## config.mk

```make
export PLATFORM = sky130hd
export DESIGN_NAME = lsc_fifo
export DESIGN_NICKNAME = d
export VERILOG_FILES = /design/src/sv/lsc_fifo.sv
export SDC_FILE = /design/constraint.sdc
export NUM_CORES = 1
export LEC_CHECK = 0
export BUFFER_PORTS_ARGS = -buffer_cell sky130_fd_sc_hd__buf_2
export CORE_ASPECT_RATIO = 0.6
export CORE_MARGIN = 1.5
export CORE_UTILIZATION = 50
export DETAILED_ROUTE_END_ITERATION = 10
export PLACE_DENSITY = 0.74
export REMOVE_ABC_BUFFERS = 1
export SYNTH_ARGS = -nofsm -noshare
export SYNTH_HDL_FRONTEND = slang
export SYNTH_SLANG_ARGS = --single-unit
```

## constraint.sdc

```tcl
create_clock -name i_clk -period 1.9 [get_ports i_clk]
set_input_delay 0.19 -clock i_clk [delete_from_list [all_inputs] [get_ports i_clk]]
set_output_delay 0.19 -clock i_clk [all_outputs]
set_load 0.03 [all_outputs]
```

## src/sv/lsc_fifo.sv

```systemverilog
// Small word queue between the front end and the clipping pipeline.
module lsc_fifo #(
    parameter int W     = 8,
    parameter int DEPTH = 4
) (
    input  logic         i_clk,
    input  logic         i_rst_n,
    input  logic         i_valid,
    input  logic [W-1:0] i_data,
    output logic         o_ready,
    output logic         o_valid,
    output logic [W-1:0] o_data,
    input  logic         i_ready
);
    localparam int AW = $clog2(DEPTH);

    logic [W-1:0]  r_mem [DEPTH];
    logic [AW-1:0] r_wp, r_rp;
    logic [AW:0]   r_cnt;
    logic          push, pop;

    assign o_ready = r_cnt < (AW + 1)'(DEPTH);
    assign o_valid = r_cnt != '0;
    assign o_data  = r_mem[r_rp];
    assign push    = i_valid && o_ready;
    assign pop     = o_valid && i_ready;

    always_ff @(posedge i_clk) begin
        if (push) begin
            r_mem[r_wp] <= i_data;
        end
    end

    always_ff @(posedge i_clk) begin
        if (!i_rst_n) begin
            r_wp  <= '0;
            r_rp  <= '0;
            r_cnt <= '0;
        end else begin
            if (push) begin
                r_wp <= (r_wp == AW'(DEPTH - 1)) ? '0 : r_wp + 1'b1;
            end
            if (pop) begin
                r_rp <= (r_rp == AW'(DEPTH - 1)) ? '0 : r_rp + 1'b1;
            end
            r_cnt <= r_cnt + (AW + 1)'(push) - (AW + 1)'(pop);
        end
    end

endmodule

```

==> results.txt <==
outcome -> finished, violations left
failing checks -> setup timing
setup TNS -> -99.4 ps
Synth Register Bits -> 41
CP startpoint kind -> flop
RePlAce Congestion -> 0.765
clk_lat worst skew -> 290 ps
chip height -> 47.3 um
setup slack after layout -> -99.4 ps
Pwr Density -> 1340 nW/um^2
Worst Hold Class -> input port to flop
CP Class -> flop to flop
final net count -> 146
CP endpoint -> r_cnt[2]
Slew HR -> 67.8%
clk buf depth -> 2
initial antenna violation count -> 0
DR pass1 iterations -> 2
final hold violations -> 0
vias in the first global route -> 847
crit path from -> r_cnt[0]
share of post-route cells with drive strength above 1 -> 39.7%
Clock Tree Root -> clkbuf_8
hpwl dp -> 1.74 mm
WL/cell -> 14.9 um
Crit Reg-Reg Startpoint -> r_cnt[0]
Peak Freq -> 500 MHz
Layout Cells excl Fill -> 168
crit path DAT -> 2190 ps
pin count of the biggest net entering global routing -> 13
R2R depth -> 9
top cell type's share of synthesized area -> 58.8%
Area contributors post-synth -> edfxtp_1 (59%), dfxtp_1 (11%), mux4_2 (11%)
grt ovf -> 0
Post-Syn Area -> 1630 um^2
Routed WL -> 2.51 mm
Die Width -> 76.8 um
Reg clk slew, reported paths -> 70 ps
Top Ports -> 22
DP Cell Count -> 157
routed wl met3 -> 132 um
first-pass GRT wire length -> 4.09 mm
row count -> 15
Layout area overhead -> 20.2%
final hold slack -> 111 ps
pre-CTS setup slack -> -189 ps
R2R setup slack -> -100 ps
routed length on met1 -> 1.13 mm
Cells after Synth -> 92
Critical Path End Type -> flop
Layout fillers -> 208
DRC -> 0
required time worst endpoint -> 2090 ps
RSZ-0062 raised after global routing -> yes
top sig layer -> met4
clk sinks -> 41
Worst Tran Pin Value -> 483 ps
LEAKAGE -> 0.000742 uW
Yosys warnings -> 0
Yosys top cell by area -> edfxtp_1
Tot GR Track Use -> 16.5%
die area -> 3630 um^2
IO buf count -> 21
Synth cell types -> 19
Seq/Total Area, Yosys -> 69.8%
Post-synth top cells -> edfxtp_1 (32), dfxtp_1 (9), inv_1 (8), mux4_2 (8)
area of the core -> 2980 um^2
H-tree levels -> 2
CTS buffer count -> 5
CTS tree -> done
CP max FO -> 2
final worst-path cycle share -> 105%
DR vias -> 840
Starting DRT DRC Count -> 48
Final setup viols -> 1
ANT cells -> 0
DR vias/cell -> 5.00
maximum vdd drop -> 665 uV
async set-or-reset flop fraction in the synthesized netlist -> 0%
max_cap viols -> 0
post-route ant nets -> 0
Final Skew -> 2.98 ps
FF-to-FF End -> r_cnt[2]
Starting Density -> 54.8%
Tot Pwr -> 2630 uW
number of flops mapped to enable cells by yosys -> 32
most frequent cell after synthesis -> edfxtp_1
routed wl met2 -> 1.21 mm
Synth Flop Type -> edfxtp_1
hold-fix buffers at CTS -> 0
fin crit period -> 2000 ps
max-slew violations -> 0
Syn Area/Cell -> 17.8 um^2
[stage by stage]
stage               instance area, um^2  utilization (%)
finish                             1960             65.8
floorplan                          1610                -
global placement                   1810             60.6
CTS                                1950             65.5
detailed placement                 1810             60.6
global route                       1960             65.8
[cells in the final DEF, fill, tap and decap left out, drive strengths merged, types with 3 or more instances in the layout]
cell / n
inv: 8
nor2b: 3
and2: 7
ha: 7
edfxtp: 32
clkbuf: 5
dfxtp: 9
buf: 30
mux4: 8
[routing by layer]
| layer | global-route usage [%] | vias up |
|---|---|---|
| met2 | 27.1 | 16 |
| met5 | 0 | - |
| met4 | 7.78 | 0 |
| met1 | 20.2 | 418 |
| met3 | 6.21 | 4 |
| li1 | - | 402 |
[what timing repair did]
action,in CTS,in global routing
pin swaps,1,1
cloned,0,0
endpoints found under the setup margin,1,2
buffers inserted,4,0
gates resized for setup,3,2
[final cells by class]
cell class	instances	area, um^2	area share [%]
repair buffers	30	173	8.79
clock buffers	5	68.8	3.50
flip-flops and latches	41	1140	58.2
inverters	8	30.0	1.53
multi-input cells	40	463	23.6
clock inverters	2	35.0	1.78
well taps	42	52.6	2.68
[registers in the layout, summed over array words and instances (netlist names), named ones only]
register and count:
r_mem 32, r_cnt 3, r_rp 2, r_wp 2
[power breakdown]
part | internal (uW) | switching (uW) | total, uW
clock | 381 | 276 | 657
combinational | 379 | 444 | 823
sequential | 1090 | 67.4 | 1150
[kinds of logic (layout without fill, tap and decap cells)]
kind of cell	count (synthesis)	after routing	synth area share (%)
AO/OA/AOI/OAI	3	3	1.38
XOR/XNOR	2	2	1.07
multiplexers	10	10	12.3
adder cells (fa/ha/maj)	8	8	6.58
flip-flops	41	41	69.8
AND/OR/NAND/NOR	17	17	5.74
buffers and inverters	11	45	3.14
[worst min path at each step]
stage,start,end,cells past startpoint
2_1_floorplan,i_data[0],r_mem[0][0],0
3_5_place_dp,i_data[4],r_mem[0][4],1
6_report,i_data[4],r_mem[0][4],1
3_3_place_gp,i_data[5],r_mem[3][5],1
4_1_cts,i_data[4],r_mem[0][4],1
5_1_grt,i_data[4],r_mem[3][4],1
[critical path: stages, from the launching register on]
cell and delay (ps):
dfxtp_2 340, o31ai_4 250, inv_1 70, ha_1 270, inv_1 40, ha_2 170, fa_2 350, xnor2_2 150
xnor2_1 120, and2_1 140
(Power assumes the default switching activity.)
