## config.mk

```make
export PLATFORM = sky130hd
export DESIGN_NAME = lsc_front_flat
export DESIGN_NICKNAME = d
export VERILOG_FILES = /design/src/sv/lsc_pkg.sv /design/src/sv/lsc_if.sv /design/src/sv/lsc_front.sv /design/src/flat_wrapper.sv
export SDC_FILE = /design/constraint.sdc
export NUM_CORES = 1
export LEC_CHECK = 0
export ABC_AREA = 0
export BUFFER_PORTS_ARGS = -buffer_cell sky130_fd_sc_hd__buf_2
export CORE_ASPECT_RATIO = 0.8
export CORE_MARGIN = 5
export CORE_UTILIZATION = 33
export DETAILED_ROUTE_END_ITERATION = 8
export SLEW_MARGIN = 20
export SYNTH_ARGS = -nofsm -noshare
export SYNTH_HDL_FRONTEND = slang
export SYNTH_SLANG_ARGS = --single-unit
```

## constraint.sdc

```tcl
create_clock -name vclk -period 18.85
set_input_delay 0.9425 -clock vclk [all_inputs]
set_output_delay 0.9425 -clock vclk [all_outputs]
set_load 0.1 [all_outputs]
```

## src/sv/lsc_pkg.sv

```systemverilog
// Shared types and constants for the line segment clipper.
package lsc_pkg;

    localparam int COORD_BITS_DEF = 16;
    localparam int DIM_W          = 13;
    localparam int FMT_W          = 3;
    localparam int APB_AW         = 4;
    localparam int APB_DW         = 32;

    typedef enum logic [1:0] {
        ST_OK     = 2'd0,
        ST_REJECT = 2'd1,
        ST_UNSUP  = 2'd2
    } t_status;

    localparam logic [1:0] REG_WIDTH  = 2'd0;
    localparam logic [1:0] REG_HEIGHT = 2'd1;
    localparam logic [1:0] REG_FORMAT = 2'd2;

    localparam logic [FMT_W-1:0] FMT_15BIT = 3'd1;
    localparam logic [FMT_W-1:0] FMT_24BIT = 3'd3;

    localparam logic [DIM_W-1:0] WIDTH_RST  = 13'd640;
    localparam logic [DIM_W-1:0] HEIGHT_RST = 13'd480;
    localparam logic [FMT_W-1:0] FORMAT_RST = 3'd2;

endpackage

```

## src/sv/lsc_if.sv

```systemverilog
// Segment input and clipped result channel interfaces.
interface lsc_seg_if #(parameter int N = 16) ();
    logic                valid;
    logic                ready;
    logic signed [N-1:0] start_x;
    logic signed [N-1:0] start_y;
    logic signed [N-1:0] end_x;
    logic signed [N-1:0] end_y;
    modport source(output valid, start_x, start_y, end_x, end_y, input ready);
    modport sink(input valid, start_x, start_y, end_x, end_y, output ready);
endinterface


```

## src/sv/lsc_front.sv

```systemverilog
// Front end: orders endpoints, flags unsupported formats, rejects off-raster segments, builds the job word.
module lsc_front #(
    parameter int N  = 16,
    parameter int JW = 2 + 6 * (N + 2)
) (
    lsc_seg_if.sink                    i_seg,
    input  logic [lsc_pkg::DIM_W-1:0]  i_width,
    input  logic [lsc_pkg::DIM_W-1:0]  i_height,
    input  logic [lsc_pkg::FMT_W-1:0]  i_fmt,
    output logic                       o_push_valid,
    output logic [JW-1:0]              o_push_data,
    input  logic                       i_push_ready
);
    import lsc_pkg::*;

    localparam int CW = N + 2;

    typedef struct packed {
        t_status              st;
        logic signed [CW-1:0] x1;
        logic signed [CW-1:0] y1;
        logic signed [CW-1:0] x2;
        logic signed [CW-1:0] y2;
        logic signed [CW-1:0] dx;
        logic signed [CW-1:0] dy;
    } t_job;

    logic signed [CW-1:0] ax, ay, bx, by, w, h, ymax, ymin;
    logic                 swap, unsup, rej;
    t_job                 job;

    always_comb begin
        ax    = CW'(i_seg.start_x);
        ay    = CW'(i_seg.start_y);
        bx    = CW'(i_seg.end_x);
        by    = CW'(i_seg.end_y);
        w     = $signed(CW'(i_width));
        h     = $signed(CW'(i_height));
        swap  = ax > bx;
        job.x1 = swap ? bx : ax;
        job.y1 = swap ? by : ay;
        job.x2 = swap ? ax : bx;
        job.y2 = swap ? ay : by;
        job.dx = job.x2 - job.x1;
        job.dy = job.y2 - job.y1;
        ymax  = (job.y1 > job.y2) ? job.y1 : job.y2;
        ymin  = (job.y1 < job.y2) ? job.y1 : job.y2;
        unsup = (i_fmt < FMT_15BIT) || (i_fmt > FMT_24BIT);
        rej   = (job.x2 < 0) || (job.x1 >= w) || (ymax < 0) || (ymin >= h);
        if (unsup) begin
            job.st = ST_UNSUP;
        end else if (rej) begin
            job.st = ST_REJECT;
        end else begin
            job.st = ST_OK;
        end
    end

    assign o_push_valid = i_seg.valid;
    assign o_push_data  = JW'(job);
    assign i_seg.ready  = i_push_ready;

endmodule

```

## src/flat_wrapper.sv

```systemverilog
// flat-port wrapper written by rule: the top's interface ports become plain ports
module lsc_front_flat import lsc_pkg::*;
#(
    parameter int N  = 16,
    parameter int JW = 2 + 6 * (N + 2)
)
  (i_width, i_height, i_fmt, o_push_valid, o_push_data, i_push_ready, i_seg_valid, i_seg_start_x, i_seg_start_y, i_seg_end_x, i_seg_end_y, i_seg_ready);
  lsc_seg_if #(.N(N)) i_seg_i ();
  input  logic [lsc_pkg::DIM_W-1:0] i_width;
  input  logic [lsc_pkg::DIM_W-1:0] i_height;
  input  logic [lsc_pkg::FMT_W-1:0] i_fmt;
  output logic o_push_valid;
  output logic [JW-1:0] o_push_data;
  input  logic i_push_ready;
  input wire logic [$bits(i_seg_i.valid)-1:0] i_seg_valid;
  input wire logic [$bits(i_seg_i.start_x)-1:0] i_seg_start_x;
  input wire logic [$bits(i_seg_i.start_y)-1:0] i_seg_start_y;
  input wire logic [$bits(i_seg_i.end_x)-1:0] i_seg_end_x;
  input wire logic [$bits(i_seg_i.end_y)-1:0] i_seg_end_y;
  output wire logic [$bits(i_seg_i.ready)-1:0] i_seg_ready;
  assign i_seg_i.valid = i_seg_valid;
  assign i_seg_i.start_x = i_seg_start_x;
  assign i_seg_i.start_y = i_seg_start_y;
  assign i_seg_i.end_x = i_seg_end_x;
  assign i_seg_i.end_y = i_seg_end_y;
  assign i_seg_ready = i_seg_i.ready;
  lsc_front #(.N(N), .JW(JW)) u_core (.i_seg(i_seg_i), .i_width(i_width), .i_height(i_height), .i_fmt(i_fmt), .o_push_valid(o_push_valid), .o_push_data(o_push_data), .i_push_ready(i_push_ready));
endmodule
```

==> flow_metrics.env, run 1 <==
export IMPL_status="finished clean"
export IMPL_startpoint="i_seg_end_x[15]"
export IMPL_synth_fp_nets=838
export IMPL_wl_per_cell_um=14.6
export IMPL_slew_headroom=0.429
export IMPL_p_leak_nw=2.81
export IMPL_grt_ovfl_total=0
export IMPL_min_period_ns=8.58
export IMPL_drc=0
export IMPL_hold_depth=0
export IMPL_routed_top_layer="met4"
export IMPL_multi_input_area_mm2=0.00383
export IMPL_vias=5340
export IMPL_hpwl_mm=12.4
export IMPL_syn_avg_cell_area_um2=6.17
export IMPL_ff_latch_area_um2=0
export IMPL_port_buffers=203
export IMPL_ant_nets=0
export IMPL_synth_cell_type_count=72
export IMPL_flops_and_latches=0
export IMPL_drive_above_1_share=0.277
export IMPL_die_area_mm2=0.0155
export IMPL_total_power_mw=0.628
export IMPL_finalSetupViolations=0
export IMPL_hold_violations=0
export IMPL_num_io_pins=207
export IMPL_cp_slowest_stage_delay_ns=0.68
export IMPL_max_freq_mhz=117
export IMPL_finalCritPeriodShare=0.455
export IMPL_fin_util=0.417
export IMPL_worst_pin_slew_ns=0.856
export IMPL_n_antenna_cell=0
export IMPL_wl_met3_um=969
export IMPL_critPathArrivalTime_ns=7.64
export IMPL_routed_wl_mm=15.2
export IMPL_via_per_inst=5.13
export IMPL_gp_congestion=0.890
export IMPL_syn2layout_area_growth_pct=23.9
export IMPL_final_common_cell="buf_2"
export IMPL_power_density_mw_per_mm2=117
export IMPL_synthCells=699
export IMPL_first_pass_iters=5
export IMPL_antenna_found_initial=0
export IMPL_grt_use_total=0.179
export IMPL_crit_required_ns=17.91
export IMPL_die_height_um=112
export IMPL_setup_tns_ns=0
export IMPL_cts_resized=0
export IMPL_ir_drop_uv=92.1
export IMPL_fill_cells=1402
export IMPL_start_util=0.337
export IMPL_fin_nets=1006
export IMPL_met1_length_mm=7.74
export IMPL_clkbuf_count=0
export IMPL_rsz0062_at_grt="no"
export IMPL_startpoint_type="input pin"
export IMPL_std_cell_rows=37
export IMPL_cp_max_fo=15
export IMPL_synthTopCellsByArea="ha_1 (13%), nand2_1 (11%), o21ai_0 (7.5%), a21oi_1 (6.0%), inv_1 (5.7%)"
export IMPL_first_global_vias=4755
export IMPL_mostFrequentLayoutCells="buf_2 (203), nand2_1 (131), inv_1 (66)"
export IMPL_dieWidth_um=138
export IMPL_ys_seq_area_frac=0
export IMPL_postPlaceCellArea_mm2=0.00535
export IMPL_slew_viol_final=0
export IMPL_grt_first_pass_wirelength_mm=23.6
export IMPL_final_cell_area_mm2=0.00535
export IMPL_coreArea_mm2=0.0128
export IMPL_synth_top_area_frac=0.128
export IMPL_cap_violations=0
export IMPL_yosys_warnings=0
export IMPL_wl_met2_mm=6.41
export IMPL_hold_path_class="input pin to primary output"
export IMPL_drt_first_iter_violations=381
export IMPL_synth_largest_area_cell="ha_1"
export IMPL_hold_ws_ns=1.89
export IMPL_grt_start_max_net_pins=95
export IMPL_critical_path_slowest_cell="o311ai_1"
export IMPL_postCtsHoldBufs=0
export IMPL_crit_path_end_kind="primary output"
export IMPL_synth_cell_area_mm2=0.00432
export IMPL_post_cts_buffers=0
export IMPL_worstSetupPathType="input pin to primary output"
export IMPL_min_from="i_push_ready"
final timing paths:
check	endpoint	slack, ns
hold / removal	i_seg_ready	1.89
setup / recovery	o_push_data[108]	10.27
worst max-delay path: cells and delay by family:
| kind | cells | cell delay, ns |
|---|---|---|
| muxes | 2 | 0.64 |
| adders and majority gates | 3 | 1.00 |
| AOI/OAI and AO/OA | 12 | 2.41 |
| buffers and inverters | 3 | 0.43 |
| and+or+nand+nor | 12 | 2.19 |
power by group:
part | total (mW) | leakage (nW) | internal [mW] | switching [mW]
sequential | 0 | 0 | 0 | 0
clock | 0 | 0 | 0 | 0
combinational | 0.628 | 2.81 | 0.117 | 0.511
total | 0.628 | 2.81 | 0.117 | 0.511
cell usage after synthesis (5+ instances only):
| library cell | instances |
|---|---|
| nand2_1 | 132 |
| inv_1 | 66 |
| o21ai_0 | 65 |
| nor2_1 | 53 |
| a21oi_1 | 52 |
| ha_1 | 44 |
| xnor2_1 | 27 |
| nand3_1 | 21 |
| nor2b_1 | 19 |
| nand2b_1 | 13 |
| buf_2 | 11 |
| buf_4 | 11 |
| clkbuf_1 | 11 |
| maj3_1 | 11 |
| mux2_4 | 9 |
| mux2_2 | 7 |
| a21o_1 | 6 |
| a31oi_1 | 6 |
| mux2i_1 | 6 |
| nor3_1 | 6 |
| o211ai_1 | 6 |
| xor2_1 | 6 |
| and3_1 | 5 |
area by class of cell:
type / count / area share
tap: 175 / 0.0410
timing repair buffer: 207 / 0.196
inverter: 66 / 0.0463
multi-input combinational: 592 / 0.717
routing by layer:
metal / global-route usage / vias up
li1: - / 2784
met1: 0.284 / 2381
met4: 0.00395 / 0
met5: 0 / -
met2: 0.276 / 173
met3: 0.0134 / 2
per-stage QoR:
| step | std cells | setup WS, ns |
|---|---|---|
| floorplan | 699 | 8.59 |
| global placement | 1040 | 10.44 |
| detailed placement | 1040 | 10.30 |
| CTS | 1040 | 10.27 |
| global route | 1040 | 9.68 |
| finish | 1040 | 10.27 |
logic make-up (layout without fill, tap and decap cells):
group                      Yosys count  after routing  synth area share
adders and majority gates           55             55             0.153
AOI/OAI and AO/OA                  195            195             0.286
buffers and inverters              107            273             0.115
muxes                               22             22            0.0635
and+or+nand+nor                    287            287             0.315
xor gates and xnor gates            33             33            0.0670
(Power assumes the default switching activity.)
==> inputs of run 2 (changes only) <==
clock period = 8 ns   (was 18.85 ns; I/O delays follow)
==> flow_metrics.env, run 2 (synthesis gave the netlist of run 1 again) <==
export IMPL_die_height_um=112
export IMPL_grt_first_pass_wirelength_mm=24.0
export IMPL_fin_nets=1010
export IMPL_num_io_pins=207
export IMPL_clkbuf_count=0
export IMPL_postPlaceCellArea_mm2=0.00538
export IMPL_worst_pin_slew_ns=0.774
export IMPL_fill_cells=1397
export IMPL_drc=0
export IMPL_drive_above_1_share=0.282
export IMPL_clkPwrFrac=0
export IMPL_cts_resized=0
export IMPL_max_freq_mhz=134
export IMPL_p_leak_nw=2.84
export IMPL_setup_slack_ns=0.514
export IMPL_pwr_share_comb=1.000
export IMPL_antenna_found_initial=0
export IMPL_pre_cts_ws_ns=0.569
export IMPL_min_from="i_seg_valid"
export IMPL_hpwl_mm=12.7
export IMPL_p_sw_mw=1.21
export IMPL_ant_nets=0
export IMPL_via_per_inst=5.16
export IMPL_cp_slowest_stage_delay_ns=0.54
export IMPL_rsz0062_at_grt="no"
export IMPL_netSwitchingFraction=0.812
export IMPL_min_period_ns=7.49
export IMPL_final_common_cell="buf_2"
export IMPL_ir_drop_uv=170
export IMPL_fin_cells=1044
export IMPL_cp_max_fo=15
export IMPL_ff_latch_area_um2=0
export IMPL_post_cts_buffers=0
export IMPL_syn2layout_area_growth_pct=24.7
export IMPL_dieWidth_um=138
export IMPL_port_buffers=203
export IMPL_crit_path_end_kind="primary output"
export IMPL_slew_viol_final=0
export IMPL_cap_violations=0
export IMPL_slew_headroom=0.476
export IMPL_critical_path_slowest_cell="nor4b_1"
export IMPL_power_density_mw_per_mm2=276
export IMPL_hold_depth=0
export IMPL_start_util=0.337
export IMPL_worstSetupPathType="input pin to primary output"
export IMPL_critPathArrivalTime_ns=7.09
export IMPL_startpoint_type="input pin"
export IMPL_hold_violations=0
export IMPL_hold_ws_ns=0.800
export IMPL_mostFrequentLayoutCells="buf_2 (203), nand2_1 (131), inv_1 (66)"
export IMPL_n_antenna_cell=0
export IMPL_gp_congestion=0.897
export IMPL_grt_start_max_net_pins=59
export IMPL_first_global_vias=4815
export IMPL_setup_tns_ns=0
export IMPL_first_pass_iters=5
export IMPL_status="finished clean"
export IMPL_grt_use_total=0.181
export IMPL_dp_cells=1044
export IMPL_postCtsHoldBufs=0
export IMPL_power_frac_seq=0
export IMPL_finalSetupViolations=0
export IMPL_coreArea_mm2=0.0128
export IMPL_finalCritPeriodShare=0.936
export IMPL_routed_wl_mm=15.0
export IMPL_hold_path_end="o_push_valid"
export IMPL_hold_path_class="input pin to primary output"
export IMPL_vias=5387
export IMPL_drt_first_iter_violations=524
export IMPL_std_cell_rows=37
export IMPL_final_cell_area_mm2=0.00538
export IMPL_flops_and_latches=0
export IMPL_wl_per_cell_um=14.4
export IMPL_grt_ovfl_total=0
export IMPL_power_internal_mw=0.280
export IMPL_crit_required_ns=7.60
export IMPL_die_area_mm2=0.0155
==> run 2: cell count changes in the layout (fill, tap and decap cells not counted) <==
cell,before,now
a211oi_1,4,3
a211oi_2,0,1
buf_4,4,8
o21ai_0,65,62
o21ai_1,3,6
==> run 2: metal layers <==
metal,vias up,track usage,part of all wire
li1,2806,-,-
met5,-,0,0
met3,2,0.0134,0.071
met4,0,0.00395,0.0017
met1,2382,0.283,0.50
met2,197,0.283,0.43
==> run 2: layout make-up <==
type	count	area [um^2]	share of cell area
tap	175	219	0.0407
timing repair buffer	211	1080	0.200
multi-input combinational	592	3840	0.713
inverter	66	248	0.0460
==> run 2: how the worst max path moves through the flow <==
| stage | from | slack [ns] | depth (start not counted) | to |
|---|---|---|---|---|
| floorplan | i_seg_end_x[15] | 0.07 | 22 | o_push_data[108] |
| global placement | i_seg_end_x[10] | 0.74 | 33 | o_push_data[108] |
| detailed placement | i_seg_end_x[9] | 0.57 | 32 | o_push_data[108] |
| CTS | i_seg_end_x[9] | 0.54 | 32 | o_push_data[108] |
| global route | i_seg_end_x[9] | 0.03 | 33 | o_push_data[108] |
| finish | i_seg_end_x[9] | 0.51 | 33 | o_push_data[108] |
==> run 2: critical path: cells and delay by family <==
family                   cells  cell delay, ns
AO/OA/AOI/OAI               12            2.00
adder cells (fa/ha/maj)      3            0.84
buffers and inverters        3            0.47
multiplexers                 2            0.59
AND/OR/NAND/NOR             13            2.76
==> run 2: metrics by stage <==
step	util	total power [mW]
2_1_floorplan	-	1.27
3_3_place_gp	0.420	1.49
3_5_place_dp	0.420	1.49
6_report	0.420	1.49
4_1_cts	0.420	1.49
5_1_grt	0.420	1.57
==> run 2: power by group through the flow <==
| stage | Sequential (mW) | Clock [mW] | Combinational, mW |
|---|---|---|---|
| 2_1_floorplan | 0 | 0 | 1.27 |
| 3_3_place_gp | 0 | 0 | 1.49 |
| 3_5_place_dp | 0 | 0 | 1.49 |
| 4_1_cts | 0 | 0 | 1.49 |
| 5_1_grt | 0 | 0 | 1.57 |
| 6_report | 0 | 0 | 1.49 |
